[src/design/fspd_pkg.sv]
// Package for the flywheel stroke phase detector: codes, reset values, queue entry type.
// Used by fspd_front, fspd_back and the top level; depends on nothing.
`timescale 1ns / 1ps

package fspd_pkg;

    localparam int WINDOW_LEN_DEF = 6;

    localparam logic [19:0] MIN_INTERVAL_RST = 20'd7000;
    localparam logic [23:0] STOP_INTERVAL_RST = 24'd300000;
    localparam logic [23:0] STROKE_MIN_RST = 24'd200000;
    localparam logic [3:0]  CHANGE_THR_RST = 4'd4;
    localparam logic [26:0] MAX_RECOVERY_RST = 27'd6000000;
    localparam logic [31:0] DRAG_GAIN_RST = 32'd836516315;

    // register indexes on the configuration port
    localparam logic [2:0] REG_MIN_INTERVAL = 3'd0;
    localparam logic [2:0] REG_STOP_INTERVAL = 3'd1;
    localparam logic [2:0] REG_STROKE_MIN = 3'd2;
    localparam logic [2:0] REG_CHANGE_THR = 3'd3;
    localparam logic [2:0] REG_MAX_RECOVERY = 3'd4;
    localparam logic [2:0] REG_DRAG_GAIN = 3'd5;

    localparam logic [1:0] VERDICT_OK = 2'd0;
    localparam logic [1:0] VERDICT_SHORT = 2'd1;
    localparam logic [1:0] VERDICT_JUMP = 2'd2;

    localparam logic [1:0] PH_STOPPED = 2'd0;
    localparam logic [1:0] PH_DRIVE = 2'd1;
    localparam logic [1:0] PH_RECOVERY = 2'd2;

    // classified word handed from front to back
    typedef struct packed {
        logic [1:0]  verdict;
        logic [31:0] now;
        logic [31:0] cur;
    } fspd_cmd_t;

endpackage

[src/design/fspd_front.sv]
// Front part: accepts timestamps, computes the interval and classifies it, then queues the word.
// Depends on fspd_pkg.
`timescale 1ns / 1ps

module fspd_front (
    input  logic                  clk,
    input  logic                  rst_n,
    input  logic                  in_valid,
    output logic                  in_stall,
    input  logic [31:0]           timestamp_us,
    input  logic [19:0]           min_interval_us,
    output logic                  q_valid,
    output fspd_pkg::fspd_cmd_t   q_data,
    input  logic                  q_pop
);

    fspd_pkg::fspd_cmd_t q_mem_reg [2];
    logic       wr_ptr_reg, rd_ptr_reg;
    logic [1:0] cnt_reg;
    // raw time of the last OK word, and the prior interval; only the front needs them
    logic [31:0] last_raw_reg, prior_reg;
    logic [31:0] cur, diff;
    logic        push;
    fspd_pkg::fspd_cmd_t word;

    assign in_stall = (cnt_reg == 2'd2);
    assign push = in_valid && !in_stall;
    assign q_valid = (cnt_reg != 2'd0);
    assign q_data = q_mem_reg[rd_ptr_reg];

    // classify the interval
    always_comb
    begin
        cur = timestamp_us - last_raw_reg;
        diff = (cur > prior_reg) ? cur - prior_reg : prior_reg - cur;
        word.now = timestamp_us;
        word.cur = cur;
        if (cur < {12'd0, min_interval_us})
            word.verdict = fspd_pkg::VERDICT_SHORT;
        else if (diff > cur)
            word.verdict = fspd_pkg::VERDICT_JUMP;
        else
            word.verdict = fspd_pkg::VERDICT_OK;
    end

    // hold queue entries
    always_ff @(posedge clk)
    begin
        if (push)
            q_mem_reg[wr_ptr_reg] <= word;
    end

    // advance pointers and interval history
    always_ff @(posedge clk or negedge rst_n)
    begin
        if (!rst_n)
        begin
            wr_ptr_reg <= 1'b0;
            rd_ptr_reg <= 1'b0;
            cnt_reg <= 2'd0;
            last_raw_reg <= 32'd0;
            prior_reg <= 32'd0;
        end
        else
        begin
            if (push)
            begin
                wr_ptr_reg <= ~wr_ptr_reg;
                if (word.verdict != fspd_pkg::VERDICT_SHORT)
                    prior_reg <= cur;
                if (word.verdict == fspd_pkg::VERDICT_OK)
                    last_raw_reg <= timestamp_us;
            end
            if (q_pop)
                rd_ptr_reg <= ~rd_ptr_reg;
            cnt_reg <= cnt_reg + {1'b0, push} - {1'b0, q_pop};
        end
    end

endmodule

[config.mk]
export PLATFORM = sky130hd
export DESIGN_NAME = fspd_front
export DESIGN_NICKNAME = d
export VERILOG_FILES = /design/src/design/fspd_pkg.sv /design/src/design/fspd_front.sv
export SDC_FILE = /design/constraint.sdc
export NUM_CORES = 1
export LEC_CHECK = 0
export BUFFER_PORTS_ARGS = -buffer_cell sky130_fd_sc_hd__buf_2
export CAP_MARGIN = 20
export CELL_PAD_IN_SITES_DETAIL_PLACEMENT = 1
export CELL_PAD_IN_SITES_GLOBAL_PLACEMENT = 1
export CORE_AREA = 2 2 178 180
export DETAILED_ROUTE_END_ITERATION = 6
export DIE_AREA = 0 0 180 182
export PLACE_DENSITY_LB_ADDON = 0.25
export SETUP_SLACK_MARGIN = 0.5
export SLEW_MARGIN = 20
export SYNTH_ARGS = -nofsm -noshare
export SYNTH_HDL_FRONTEND = slang
export SYNTH_SLANG_ARGS = --single-unit
export TNS_END_PERCENT = 100
[constraint.sdc]
create_clock -name clk -period 8 [get_ports clk]
set_input_delay 1.2 -clock clk [delete_from_list [all_inputs] [get_ports clk]]
set_output_delay 1.2 -clock clk [all_outputs]
set_load 0.03 [all_outputs]
==> results.yml <==
layout:
  largest_reg_flops: 132
  postLayoutCellArea_sq_um: 17400
  final_common_cell: "inv_1"
  multiInputGateArea_sq_um: 8490
  final_net_count: 1914
  final_cell_mix: "138 x inv_1, 134 x ha_1, 132 x edfxtp_1"
  layout.filler_cells: 3502
  drive_gt1_share_pct: 26.0
  syn_to_final_growth_pct: 19.4
  seqCellArea_sq_um: 5670
floorplanning:
  initial_utilization_pct: 47.1
  row_count: 65
  die_w_microns: 180
  core_area_sq_um: 31000
  io_pins: 124
  die-height_microns: 182
  die_area_sq_um: 32800
synth:
  synth_xor_xnor_area_share_pct: 3.60
  yosysTopAreaCell: "edfxtp_1"
  synth_cell_type_count: 74
  synth_compound_area_share_pct: 17.9
  synth-seq-cells: 200
  synth_area_leaders: "edfxtp_1 27%, ha_1 13%, dfrtp_1 12%"
  synth_area_per_cell_sq_um: 9.59
  post_synth_fa_ha_maj_area_fraction_pct: 13.0
  synth_cells: 1521
  synth_edf_count: 132
  yosysWarnings: 0
  synthSimpleGateAreaFrac_pct: 13.6
  syn_nets: 1727
  ys_seq_area_share_pct: 38.9
  synth-main-ff-cell: "edfxtp_1"
  synth_top_family_by_area: "compound AO/OA/AOI/OAI gates"
  synth_top_area_share_pct: 27.2
  netlist_area_sq_um: 14600
  async_reset_ff_share_pct: 34.0
  synth_mux_area_share_pct: 6.86
clock_tree:
  cts-root-buf: "clkbuf_16"
  clk_latency_ns: 0.45
  clkTransAtPathRegs_ns: 0.08
  cts_tree: "done"
  htreeDepth: 4
  cts.path.max_buffers: 2
  clock_sinks: 200
  numCtsBuffers: 17
critical_path:
  required_ns: 8.33
  r2r_start: "last_raw_reg[0]"
  cp_num_buf_inv: 5
  endpoint: "last_raw_reg[27]"
  critPathMaxFanout: 15
  crit_top_cell: "ha_1"
  cp.depth: 34
  r2r_cells: 32
  criticalPathCategory: "in -> reg"
  slowest_delay_ns: 0.37
  critPathLaunchType: "input pin"
  end_kind: "flip-flop"
  r2r_end: "last_raw_reg[27]"
  reg2reg_setup_slack_ns: 1.07
  cpLargestDelayFamily: "compound AO/OA/AOI/OAI gates"
  cp_slowest_cell: "nor4_4"
  crit_start: "timestamp_us[0]"
  arrival_ns: 7.71
global_route:
  grt_pass1_wl_microns: 76400
  grt_pass1_vias: 13722
  grt_max_degree: 69
  grt_usage_pct: 29.7
  grt-ovfl-total: 0
  antenna_found_initial: 2
sta:
  rsz0062_at_grt: "no"
  period_minus_slack_ns: 7.38
  fin_skew_ns: 0.0179
  finalSetupTns_ns: 0
  maxSlewHeadroom_pct: 34.1
  finalMaxSlewViolations: 0
  tightest_slew_ns: 0.989
  setup_viol: 0
  fmax_mhz: 136
  hold_viol: 0
  fin_crit_sh_pct: 92.2
routing:
  viasPerCell: 6.13
  drtPass1Iterations: 5
  drc: 0
  drt_iter0_drc: 1001
  wire_per_inst_microns: 23.4
  dr_total_vias: 13024
  wl_microns: 49800
  antenna_left: 0
outcome:
  run_status: "finished clean"
placement:
  place.gp.congestion: 0.934
  postPlaceCellArea_sq_um: 16200
  dp_hpwl_microns: 36200
  port_buffers: 123
run:
  drv_cap: 0
hold_path:
  hold_path_class: "reg -> reg"
  hold_path_depth: 1
==> through the flow <==
stage          worst slack, ns  hold slack (ns)  std cells  utilization [%]
2_1_floorplan            0.545            0.460       1521                -
3_3_place_gp            -0.725            0.483       2072             52.2
3_5_place_dp             -1.03            0.505       2072             52.2
4_1_cts                  0.501            0.519       2110             54.6
5_1_grt                  0.301            0.542       2125             56.2
6_report                 0.620            0.508       2125             56.2
==> worst register-to-register path: cells and delay by family, from the launching register on <==
kind                       cells  cell delay [ns]
DFF                            1             0.44
muxes                          1             0.21
buffers and inverters          3             0.51
and+or+nand+nor                7             1.14
xor gates and xnor gates       1             0.24
adders and majority gates      4             1.23
AOI/OAI and AO/OA             16             3.03
==> kinds of logic after synthesis <==
| group | count (synthesis) |
|---|---|
| multiplexers | 91 |
| AO/OA/AOI/OAI | 420 |
| AND/OR/NAND/NOR | 379 |
| XOR/XNOR | 60 |
| buffers and inverters | 221 |
| adder cells (fa/ha/maj) | 150 |
| flip-flops | 200 |
==> per-layer routing <==
metal  GRT usage [%]  part of all wire, %  wire length, microns
met1            38.9                   44                 22000
met2            49.1                   48                 23700
met3            5.13                  4.7                  2360
met4            11.7                  3.3                  1670
met5               0                    0                     0
==> synthesized netlist by cell type, types with 6 or more instances <==
cell and instances:
a211o_1 6, a211oi_1 14, a21boi_0 9, a21o_1 43, a21oi_1 120, a31oi_1 8
and3_1 14, buf_2 15, buf_6 6, clkbuf_1 54, dfrtp_1 68, edfxtp_1 132
ha_1 147, inv_1 138, mux2_2 71, mux2i_1 20, nand2_1 62, nand2b_1 10
nand3_1 63, nand4_1 93, nor2_1 66, nor2b_1 13, nor3_1 26, nor4_1 7
o211ai_1 14, o21a_1 13, o21ai_0 120, o21bai_1 18, o22ai_1 8, o31ai_1 6
xnor2_1 38, xor2_1 22
==> what timing repair did <==
| item | CTS | global route |
|---|---|---|
| cloned | 0 | 1 |
| setup buffers | 6 | 11 |
| pin swaps | 11 | 21 |
| endpoints found under the setup margin | 34 | 34 |
| hold buffers | 0 | 0 |
| resized for setup | 38 | 94 |
| hold endpoints to repair | 0 | 0 |
==> cell type report <==
class | count | area share (%)
multi-input combinational | 1100 | 48.8
sequential | 200 | 32.6
timing repair buffer | 251 | 9.52
inverter | 138 | 2.98
tap | 402 | 2.89
clock buffer | 21 | 2.59
clock inverter | 11 | 0.669
antenna | 2 | 0.0288
==> worst min-delay path by stage <==
stage / startpoint / to / slack [ns]
floorplan: cnt_reg[1] / cnt_reg[1] / 0.46
global placement: cnt_reg[1] / cnt_reg[1] / 0.48
detailed placement: cnt_reg[1] / cnt_reg[1] / 0.50
CTS: cnt_reg[1] / cnt_reg[1] / 0.52
global route: cnt_reg[0] / cnt_reg[0] / 0.54
finish: cnt_reg[1] / cnt_reg[1] / 0.51
Power is not shown: default switching activity piles up to over one toggle a cycle in this logic, so the estimate is an artifact.
