## src/design/fspd_pkg.sv

```systemverilog
// Package for the flywheel stroke phase detector: codes, reset values, queue entry type.
// Used by fspd_front, fspd_back and the top level; depends on nothing.
`timescale 1ns / 1ps

package fspd_pkg;

    localparam int WINDOW_LEN_DEF = 6;

    localparam logic [19:0] MIN_INTERVAL_RST = 20'd7000;
    localparam logic [23:0] STOP_INTERVAL_RST = 24'd300000;
    localparam logic [23:0] STROKE_MIN_RST = 24'd200000;
    localparam logic [3:0]  CHANGE_THR_RST = 4'd4;
    localparam logic [26:0] MAX_RECOVERY_RST = 27'd6000000;
    localparam logic [31:0] DRAG_GAIN_RST = 32'd836516315;

    // register indexes on the configuration port
    localparam logic [2:0] REG_MIN_INTERVAL = 3'd0;
    localparam logic [2:0] REG_STOP_INTERVAL = 3'd1;
    localparam logic [2:0] REG_STROKE_MIN = 3'd2;
    localparam logic [2:0] REG_CHANGE_THR = 3'd3;
    localparam logic [2:0] REG_MAX_RECOVERY = 3'd4;
    localparam logic [2:0] REG_DRAG_GAIN = 3'd5;

    localparam logic [1:0] VERDICT_OK = 2'd0;
    localparam logic [1:0] VERDICT_SHORT = 2'd1;
    localparam logic [1:0] VERDICT_JUMP = 2'd2;

    localparam logic [1:0] PH_STOPPED = 2'd0;
    localparam logic [1:0] PH_DRIVE = 2'd1;
    localparam logic [1:0] PH_RECOVERY = 2'd2;

    // classified word handed from front to back
    typedef struct packed {
        logic [1:0]  verdict;
        logic [31:0] now;
        logic [31:0] cur;
    } fspd_cmd_t;

endpackage

```

## src/design/fspd_div.sv

```systemverilog
// Serial restoring divider: 64-bit dividend by 32-bit divisor, one quotient bit a cycle.
// Saturates when the quotient needs more than 32 bits. Depends on nothing.
`timescale 1ns / 1ps

module fspd_div (
    input  logic        clk,
    input  logic        rst_n,
    input  logic        start,
    input  logic [63:0] dividend,
    input  logic [31:0] divisor,
    output logic        done,
    output logic [31:0] quotient
);

    logic [32:0] rem_reg;
    logic [63:0] dvd_reg;
    logic [31:0] dvs_reg;
    logic [6:0]  cnt_reg;
    logic        busy_reg, done_reg, sat_reg;
    logic [32:0] trial;
    logic [32:0] shifted;

    assign done = done_reg;
    assign quotient = sat_reg ? 32'hFFFF_FFFF : dvd_reg[31:0];

    always_comb
    begin
        shifted = {rem_reg[31:0], dvd_reg[63]};
        trial = shifted - {1'b0, dvs_reg};
    end

    // step one bit per cycle
    always_ff @(posedge clk or negedge rst_n)
    begin
        if (!rst_n)
        begin
            busy_reg <= 1'b0;
            done_reg <= 1'b0;
            cnt_reg <= 7'd0;
            sat_reg <= 1'b0;
            rem_reg <= 33'd0;
            dvd_reg <= 64'd0;
            dvs_reg <= 32'd0;
        end
        else
        begin
            done_reg <= 1'b0;
            if (start)
            begin
                busy_reg <= 1'b1;
                cnt_reg <= 7'd0;
                rem_reg <= 33'd0;
                dvd_reg <= dividend;
                dvs_reg <= divisor;
                sat_reg <= (divisor == 32'd0) || (dividend[63:32] >= divisor);
            end
            else if (busy_reg)
            begin
                dvd_reg <= {dvd_reg[62:0], ~trial[32]};
                rem_reg <= trial[32] ? shifted : trial;
                cnt_reg <= cnt_reg + 7'd1;
                if (cnt_reg == 7'd63)
                begin
                    busy_reg <= 1'b0;
                    done_reg <= 1'b1;
                end
            end
        end
    end

endmodule

```

## src/design/fspd_back.sv

```systemverilog
// Back part: window, phase machine, counters and drag update through the serial divider.
// Depends on fspd_pkg and fspd_div.
`timescale 1ns / 1ps

module fspd_back #(
    parameter int WINDOW_LEN = fspd_pkg::WINDOW_LEN_DEF
) (
    input  logic                  clk,
    input  logic                  rst_n,
    input  logic                  q_valid,
    input  fspd_pkg::fspd_cmd_t   q_data,
    output logic                  q_pop,
    input  logic [23:0]           stop_interval_us,
    input  logic [23:0]           stroke_min_drive_us,
    input  logic [3:0]            change_threshold,
    input  logic [26:0]           max_recovery_us,
    input  logic [31:0]           drag_gain,
    output logic                  out_valid,
    input  logic                  out_stall,
    output logic [1:0]            verdict,
    output logic [1:0]            phase,
    output logic [31:0]           rev_count,
    output logic [31:0]           last_rev_time,
    output logic [15:0]           stroke_count,
    output logic [31:0]           last_stroke_time,
    output logic [31:0]           newest_interval,
    output logic [31:0]           drag_value
);

    localparam int CW = $clog2(WINDOW_LEN);

    typedef enum logic [1:0] { S_IDLE, S_MUL, S_DIV, S_OUT } st_t;

    st_t st_reg;
    logic [31:0] win_reg [WINDOW_LEN];
    logic [1:0]  phase_reg, verdict_reg;
    logic [31:0] drive_start_reg, drive_len_reg, rec_start_reg, rec_int_reg, rec_len_reg;
    logic [31:0] revs_reg, rev_time_reg, stroke_time_reg, drag_reg;
    logic [15:0] strokes_reg;
    logic [31:0] diff_reg, dur_reg;
    logic [63:0] prod_reg;
    logic        div_start_reg;
    logic        div_done;
    logic [31:0] div_q;

    logic [31:0] nw [WINDOW_LEN];
    logic [CW:0] acc_cnt, dec_cnt;
    logic        any_zero, unpowered, powered;
    logic [31:0] now, cur;

    assign now = q_data.now;
    assign cur = q_data.cur;
    assign q_pop = (st_reg == S_IDLE) && q_valid;
    assign out_valid = (st_reg == S_OUT);
    assign verdict = verdict_reg;
    assign phase = phase_reg;
    assign rev_count = revs_reg;
    assign last_rev_time = rev_time_reg;
    assign stroke_count = strokes_reg;
    assign last_stroke_time = stroke_time_reg;
    assign newest_interval = win_reg[0];
    assign drag_value = drag_reg;

    // shifted window and pair counts on it
    always_comb
    begin
        nw[0] = cur;
        for (int i = 1; i < WINDOW_LEN; i++)
            nw[i] = win_reg[i - 1];
        acc_cnt = '0;
        dec_cnt = '0;
        any_zero = 1'b0;
        for (int i = 0; i < WINDOW_LEN; i++)
            if (nw[i] == 32'd0)
                any_zero = 1'b1;
        for (int i = 1; i < WINDOW_LEN; i++)
        begin
            if (nw[i] >= nw[i - 1])
                acc_cnt = acc_cnt + 1'b1;
            else
                dec_cnt = dec_cnt + 1'b1;
        end
        unpowered = ({{(32 - CW - 1){1'b0}}, acc_cnt} < {28'd0, change_threshold});
        powered = ({{(32 - CW - 1){1'b0}}, dec_cnt} < {28'd0, change_threshold});
    end

    fspd_div u_div (
        .clk      (clk),
        .rst_n    (rst_n),
        .start    (div_start_reg),
        .dividend (prod_reg),
        .divisor  (dur_reg),
        .done     (div_done),
        .quotient (div_q)
    );

    // run one word through the phase machine
    always_ff @(posedge clk or negedge rst_n)
    begin
        if (!rst_n)
        begin
            st_reg <= S_IDLE;
            for (int i = 0; i < WINDOW_LEN; i++)
                win_reg[i] <= 32'd0;
            phase_reg <= fspd_pkg::PH_STOPPED;
            verdict_reg <= fspd_pkg::VERDICT_OK;
            drive_start_reg <= 32'd0;
            drive_len_reg <= 32'd0;
            rec_start_reg <= 32'd0;
            rec_int_reg <= 32'd0;
            rec_len_reg <= 32'd0;
            revs_reg <= 32'd0;
            rev_time_reg <= 32'd0;
            strokes_reg <= 16'd0;
            stroke_time_reg <= 32'd0;
            drag_reg <= 32'd0;
            diff_reg <= 32'd0;
            dur_reg <= 32'd0;
            prod_reg <= 64'd0;
            div_start_reg <= 1'b0;
        end
        else
        begin
            div_start_reg <= 1'b0;
            case (st_reg)
                S_IDLE:
                begin
                    if (q_valid)
                    begin
                        verdict_reg <= q_data.verdict;
                        st_reg <= S_OUT;
                        if (q_data.verdict == fspd_pkg::VERDICT_OK)
                        begin
                            for (int i = 0; i < WINDOW_LEN; i++)
                                win_reg[i] <= nw[i];
                            if (phase_reg == fspd_pkg::PH_RECOVERY
                                && cur > {8'd0, stop_interval_us})
                            begin
                                phase_reg <= fspd_pkg::PH_STOPPED;
                                rec_start_reg <= 32'd0;
                                rec_int_reg <= 32'd0;
                                rec_len_reg <= 32'd0;
                                drive_start_reg <= 32'd0;
                                drive_len_reg <= 32'd0;
                            end
                            else if (phase_reg == fspd_pkg::PH_STOPPED)
                            begin
                                if (!any_zero && !unpowered)
                                begin
                                    phase_reg <= fspd_pkg::PH_DRIVE;
                                    drive_start_reg <= now - cur;
                                    rev_time_reg <= now;
                                    revs_reg <= revs_reg + 32'd1;
                                end
                            end
                            else if (phase_reg == fspd_pkg::PH_DRIVE)
                            begin
                                rev_time_reg <= now;
                                revs_reg <= revs_reg + 32'd1;
                                if (unpowered)
                                begin
                                    if (drive_len_reg > {8'd0, stroke_min_drive_us})
                                    begin
                                        strokes_reg <= strokes_reg + 16'd1;
                                        stroke_time_reg <= now;
                                    end
                                    phase_reg <= fspd_pkg::PH_RECOVERY;
                                    rec_start_reg <= now - cur;
                                    rec_int_reg <= cur;
                                    drive_len_reg <= 32'd0;
                                end
                                else
                                    drive_len_reg <= now - drive_start_reg;
                            end
                            else if (phase_reg == fspd_pkg::PH_RECOVERY)
                            begin
                                rev_time_reg <= now;
                                revs_reg <= revs_reg + 32'd1;
                                if (powered)
                                begin
                                    if (rec_int_reg < nw[WINDOW_LEN - 1]
                                        && rec_len_reg < {5'd0, max_recovery_us})
                                    begin
                                        diff_reg <= nw[WINDOW_LEN - 1] - rec_int_reg;
                                        dur_reg <= rec_len_reg;
                                        st_reg <= S_MUL;
                                    end
                                    phase_reg <= fspd_pkg::PH_DRIVE;
                                    drive_start_reg <= now - cur;
                                    rec_len_reg <= 32'd0;
                                end
                                else
                                    rec_len_reg <= now - rec_start_reg;
                            end
                        end
                    end
                end
                S_MUL:
                begin
                    prod_reg <= {32'd0, drag_gain} * {32'd0, diff_reg};
                    div_start_reg <= 1'b1;
                    st_reg <= S_DIV;
                end
                S_DIV:
                begin
                    if (div_done)
                    begin
                        drag_reg <= div_q;
                        st_reg <= S_OUT;
                    end
                end
                S_OUT:
                begin
                    if (!out_stall)
                        st_reg <= S_IDLE;
                end
                default: st_reg <= S_IDLE;
            endcase
        end
    end

endmodule

```

## config.mk

```make
export PLATFORM = sky130hd
export DESIGN_NAME = fspd_back
export DESIGN_NICKNAME = d
export VERILOG_FILES = /design/src/design/fspd_pkg.sv /design/src/design/fspd_div.sv /design/src/design/fspd_back.sv
export SDC_FILE = /design/constraint.sdc
export NUM_CORES = 2
export LEC_CHECK = 0
export BUFFER_PORTS_ARGS = -buffer_cell sky130_fd_sc_hd__buf_2
export CAP_MARGIN = 20
export CORE_MARGIN = 1
export CORE_UTILIZATION = 30
export CTS_CLUSTER_DIAMETER = 80
export DETAILED_ROUTE_END_ITERATION = 7
export PLACE_DENSITY = 0.46
export SYNTH_ARGS = -nofsm -noshare
export SYNTH_HDL_FRONTEND = slang
export SYNTH_SLANG_ARGS = --single-unit
```

## constraint.sdc

```tcl
create_clock -name clk -period 12.5 [get_ports clk]
set_input_delay 1.25 -clock clk [delete_from_list [all_inputs] [get_ports clk]]
set_output_delay 1.25 -clock clk [all_outputs]
set_load 0.005 [all_outputs]
```

==> metrics.csv <==
stage;metric;value;unit
worst_setup_path;regToRegSetupSlack;3.49;ns
power;total_power;5.61;mW
drt;postRouteAntennaNets;0;
drt;wire_per_inst;21.3;µm
sta;tightest_slew;1.10;ns
layout;post-route-util;33.4;%
logic_synthesis;ys.flop_type;dfrtp_1;
power;power_leakage;43.9;nW
global_routing;antenna_found_initial;15;
job;maxCapViolations;0;
logic_synthesis;synth-async-reset-ratio;100;%
power;power_density;65.4;mW/mm²
cts;clk_pin_slew_worst_paths;0.06;ns
cts;holdBufCountCts;0;
hold_path;worstHoldStart;prod_reg[28]$_DFFE_PN0P_;
worst_setup_path;critical_path.max_fanout;32;
drt;wl_met2;124000;µm
worst_setup_path;r2r-start;diff_reg[8]$_DFFE_PN0P_;
floorplan;boundaryPins;363;
sta;fin_skew;0.0840;ns
logic_synthesis;synth_nets;10100;
worst_setup_path;cp-end-kind;flop;
floorplan;die_w;511;µm
hold_path;hold_class;reg -> reg;
layout;drive_gt1_share;9.59;%
logic_synthesis;synth-seq-area-share;23.8;%
logic_synthesis;netlist-cell-type-count;86;
cts;cts_sinks;737;
cts;clockBufferDepth;3;
sta;finalHoldViolCount;0;
placed_design;hpwl;196000;µm
drt;dr.pass1.iters;5;
floorplan;die_area;0.261;mm²
floorplan;initial_core_util;30.2;%
logic_synthesis;synth_seq_cells;737;
cts;cts_buffers;85;
drt;drc;0;
worst_setup_path;critical_path.most_common_cell;fa_1;
layout;syn2layout_area_growth;10.5;%
sta;slew_violations;0;
drt;drtIter0Drc;3836;
logic_synthesis;netlist_instances;8358;
cts;cts_tree;yes;
drt;wl;254000;µm
sta;setup_viol;0;
sta;slew_headroom;24.6;%
logic_synthesis;ys_warn_count;0;
worst_setup_path;rr_worst_depth;29;
logic_synthesis;syn_area_per_cell;9.28;µm²
global_routing;grt_remaining_overflow;0;
cts;post_cts_resized;0;
layout;nets;10300;
placed_design;port_buffers;362;
worst_setup_path;critPathArrivalTime;9.85;ns
drt;vias;59400;
power;vdd_drop_max;0.111;mV
drt;drt-met1-wl;111000;µm
worst_setup_path;start_kind;input pin;
worst_setup_path;criticalPathCategory;in -> reg;
global_routing;grt_use_total;19.7;%
logic_synthesis;syn_area;0.0776;mm²
status;status;finished clean;
sta;period_needed;9.26;ns
sta;setup_tns;0;ns
cts;cts-root-buf;clkbuf_16;
worst_setup_path;slowest_delay;0.83;ns
worst_setup_path;required;13.09;ns
floorplan;fp.coreArea;0.257;mm²
worst_setup_path;rr_endpoint;prod_reg[60]$_DFFE_PN0P_;
hold_path;min_delay_path_depth;2;
drt;vias_per_cell;4.98;
sta;period_share;74.0;%
logic_synthesis;synth_edf_count;0;
placed_design;routabilityCongestion;0.857;
hold_path;hold_end;u_div.dvd_reg[28]$_DFFE_PN0P_;
floorplan;die_h;511;µm
sta;max_freq;0.108;GHz
floorplan;rows;186;
global_routing;grt_pass1_wl;390000;µm
layout;largest_register_ffs;128;
cts;clk_latency;0.74;ns
drt;top_layer_used;met5;
sta;rsz0062_at_grt;false;
cts;cts_setup_buffers;0;
cts;cts-htree-levels;3;
global_routing;grt_max_degree;265;
global_routing;first_global_vias;62500;
worst_setup_path;slowest_stage;o21ai_0;
drt;route.met3.wl;11100;µm
-- worst max path at each step --
stage	cells after the start	slack, ns	start	endpoint
finish	28	3.24	drag_gain[15]	prod_reg[60]$_DFFE_PN0P_
CTS	28	3.37	drag_gain[15]	prod_reg[60]$_DFFE_PN0P_
global placement	28	2.58	drag_gain[15]	prod_reg[60]$_DFFE_PN0P_
detailed placement	28	2.56	drag_gain[15]	prod_reg[60]$_DFFE_PN0P_
floorplan	25	4.31	drag_gain[29]	prod_reg[62]$_DFFE_PN0P_
global route	28	3.02	drag_gain[11]	prod_reg[60]$_DFFE_PN0P_
-- cell usage in the layout, fill, tap and decap left out, types with 37 or more instances in the layout --
master and count:
inv_1 1334, nand2_1 924, fa_1 901, dfrtp_1 720, ha_1 707, and2_1 609
o21ai_0 455, buf_2 361, a21oi_1 333, nor2_1 295, mux2_2 173, a21o_1 171
xnor2_1 170, nand3_1 93, nand4_1 91, clkbuf_16 85, mux2i_1 79, nor4_1 75
xor2_1 73, buf_4 73, and3_1 53, nor3_1 50, a211oi_1 49, nor2b_1 48
o21a_1 43, nand2b_1 42, o31ai_1 40, o21bai_1 37
-- area by class of cell --
type	instances	area [µm²]
Antenna cell	8	20.0
Clock buffer	116	2410
Clock inverter	39	638
Fill cell	26800	171000
Inverter	1334	5010
Multi-Input combinational cell	5872	52500
Sequential cell	737	18500
Tap cell	3384	4230
Timing Repair Buffer	440	2470
-- where the power goes --
| group | internal, mW | switching, mW |
|---|---|---|
| clock network | 1.58 | 1.14 |
| logic | 0.137 | 0.358 |
| registers | 2.39 | 0.0000202 |
-- cell usage after synthesis (9+ instances only) --
cell type | n | area (µm²)
o21ai_0 | 455 | 2280
and4_1 | 17 | 149
a211oi_1 | 49 | 368
nand2b_1 | 42 | 263
a31oi_1 | 35 | 219
nand4_1 | 91 | 569
mux2_2 | 173 | 1950
dfrtp_1 | 737 | 18400
and2_1 | 610 | 3820
clkbuf_1 | 344 | 1290
nand3_1 | 93 | 465
a211o_1 | 12 | 105
or3_1 | 16 | 100
a22o_1 | 34 | 298
buf_1 | 11 | 41.3
a221oi_1 | 9 | 78.8
a21oi_1 | 335 | 1680
xnor2_1 | 171 | 1500
o31ai_1 | 40 | 300
and3_1 | 53 | 332
buf_2 | 22 | 110
ha_1 | 708 | 8860
nand2_1 | 926 | 3480
a21o_1 | 171 | 1280
mux2_1 | 30 | 338
buf_4 | 38 | 285
o21a_1 | 44 | 330
nor2b_1 | 48 | 300
o211ai_1 | 17 | 128
nor4_1 | 76 | 475
o21bai_1 | 37 | 278
xor2_1 | 73 | 639
nor3b_1 | 10 | 75.1
mux2i_1 | 79 | 791
nor3_1 | 51 | 255
inv_1 | 1334 | 5010
o2bb2ai_1 | 27 | 236
nor2_1 | 295 | 1110
fa_1 | 901 | 18000
-- per-layer routing --
| layer | track usage, % | vias to the layer above |
|---|---|---|
| met3 | 2.42 | 349 |
| met4 | 6.39 | 4 |
| met5 | 0 | - |
| li1 | - | 27300 |
| met1 | 25.6 | 30400 |
| met2 | 33.7 | 1364 |
-- worst max-delay path: cells and delay by family --
family,cells,cell delay [ns]
adders and majority gates,9,4.20
and+or+nand+nor,3,0.98
AOI/OAI and AO/OA,8,2.34
buffers and inverters,8,1.05
-- through the flow --
step | setup slack, ns | area (µm²) | hold WS [ns] | std cells
CTS | 3.37 | 85700 | 0.471 | 11900
global placement | 2.58 | 82600 | 0.461 | 11800
floorplan | 4.31 | 77600 | 0.443 | 8358
global route | 3.02 | 85700 | 0.499 | 11900
finish | 3.24 | 85700 | 0.461 | 11900
detailed placement | 2.56 | 82600 | 0.461 | 11800
-- logic make-up after synthesis --
| logic type | after synthesis | synth area share, % |
|---|---|---|
| muxes | 283 | 3.99 |
| xor gates and xnor gates | 244 | 2.75 |
| buffers and inverters | 1749 | 8.68 |
| and+or+nand+nor | 2364 | 15.1 |
| AOI/OAI and AO/OA | 1372 | 11.1 |
| adders and majority gates | 1609 | 34.7 |
| DFF | 737 | 23.8 |
No activity file was read; power rests on OpenSTA's default activity.
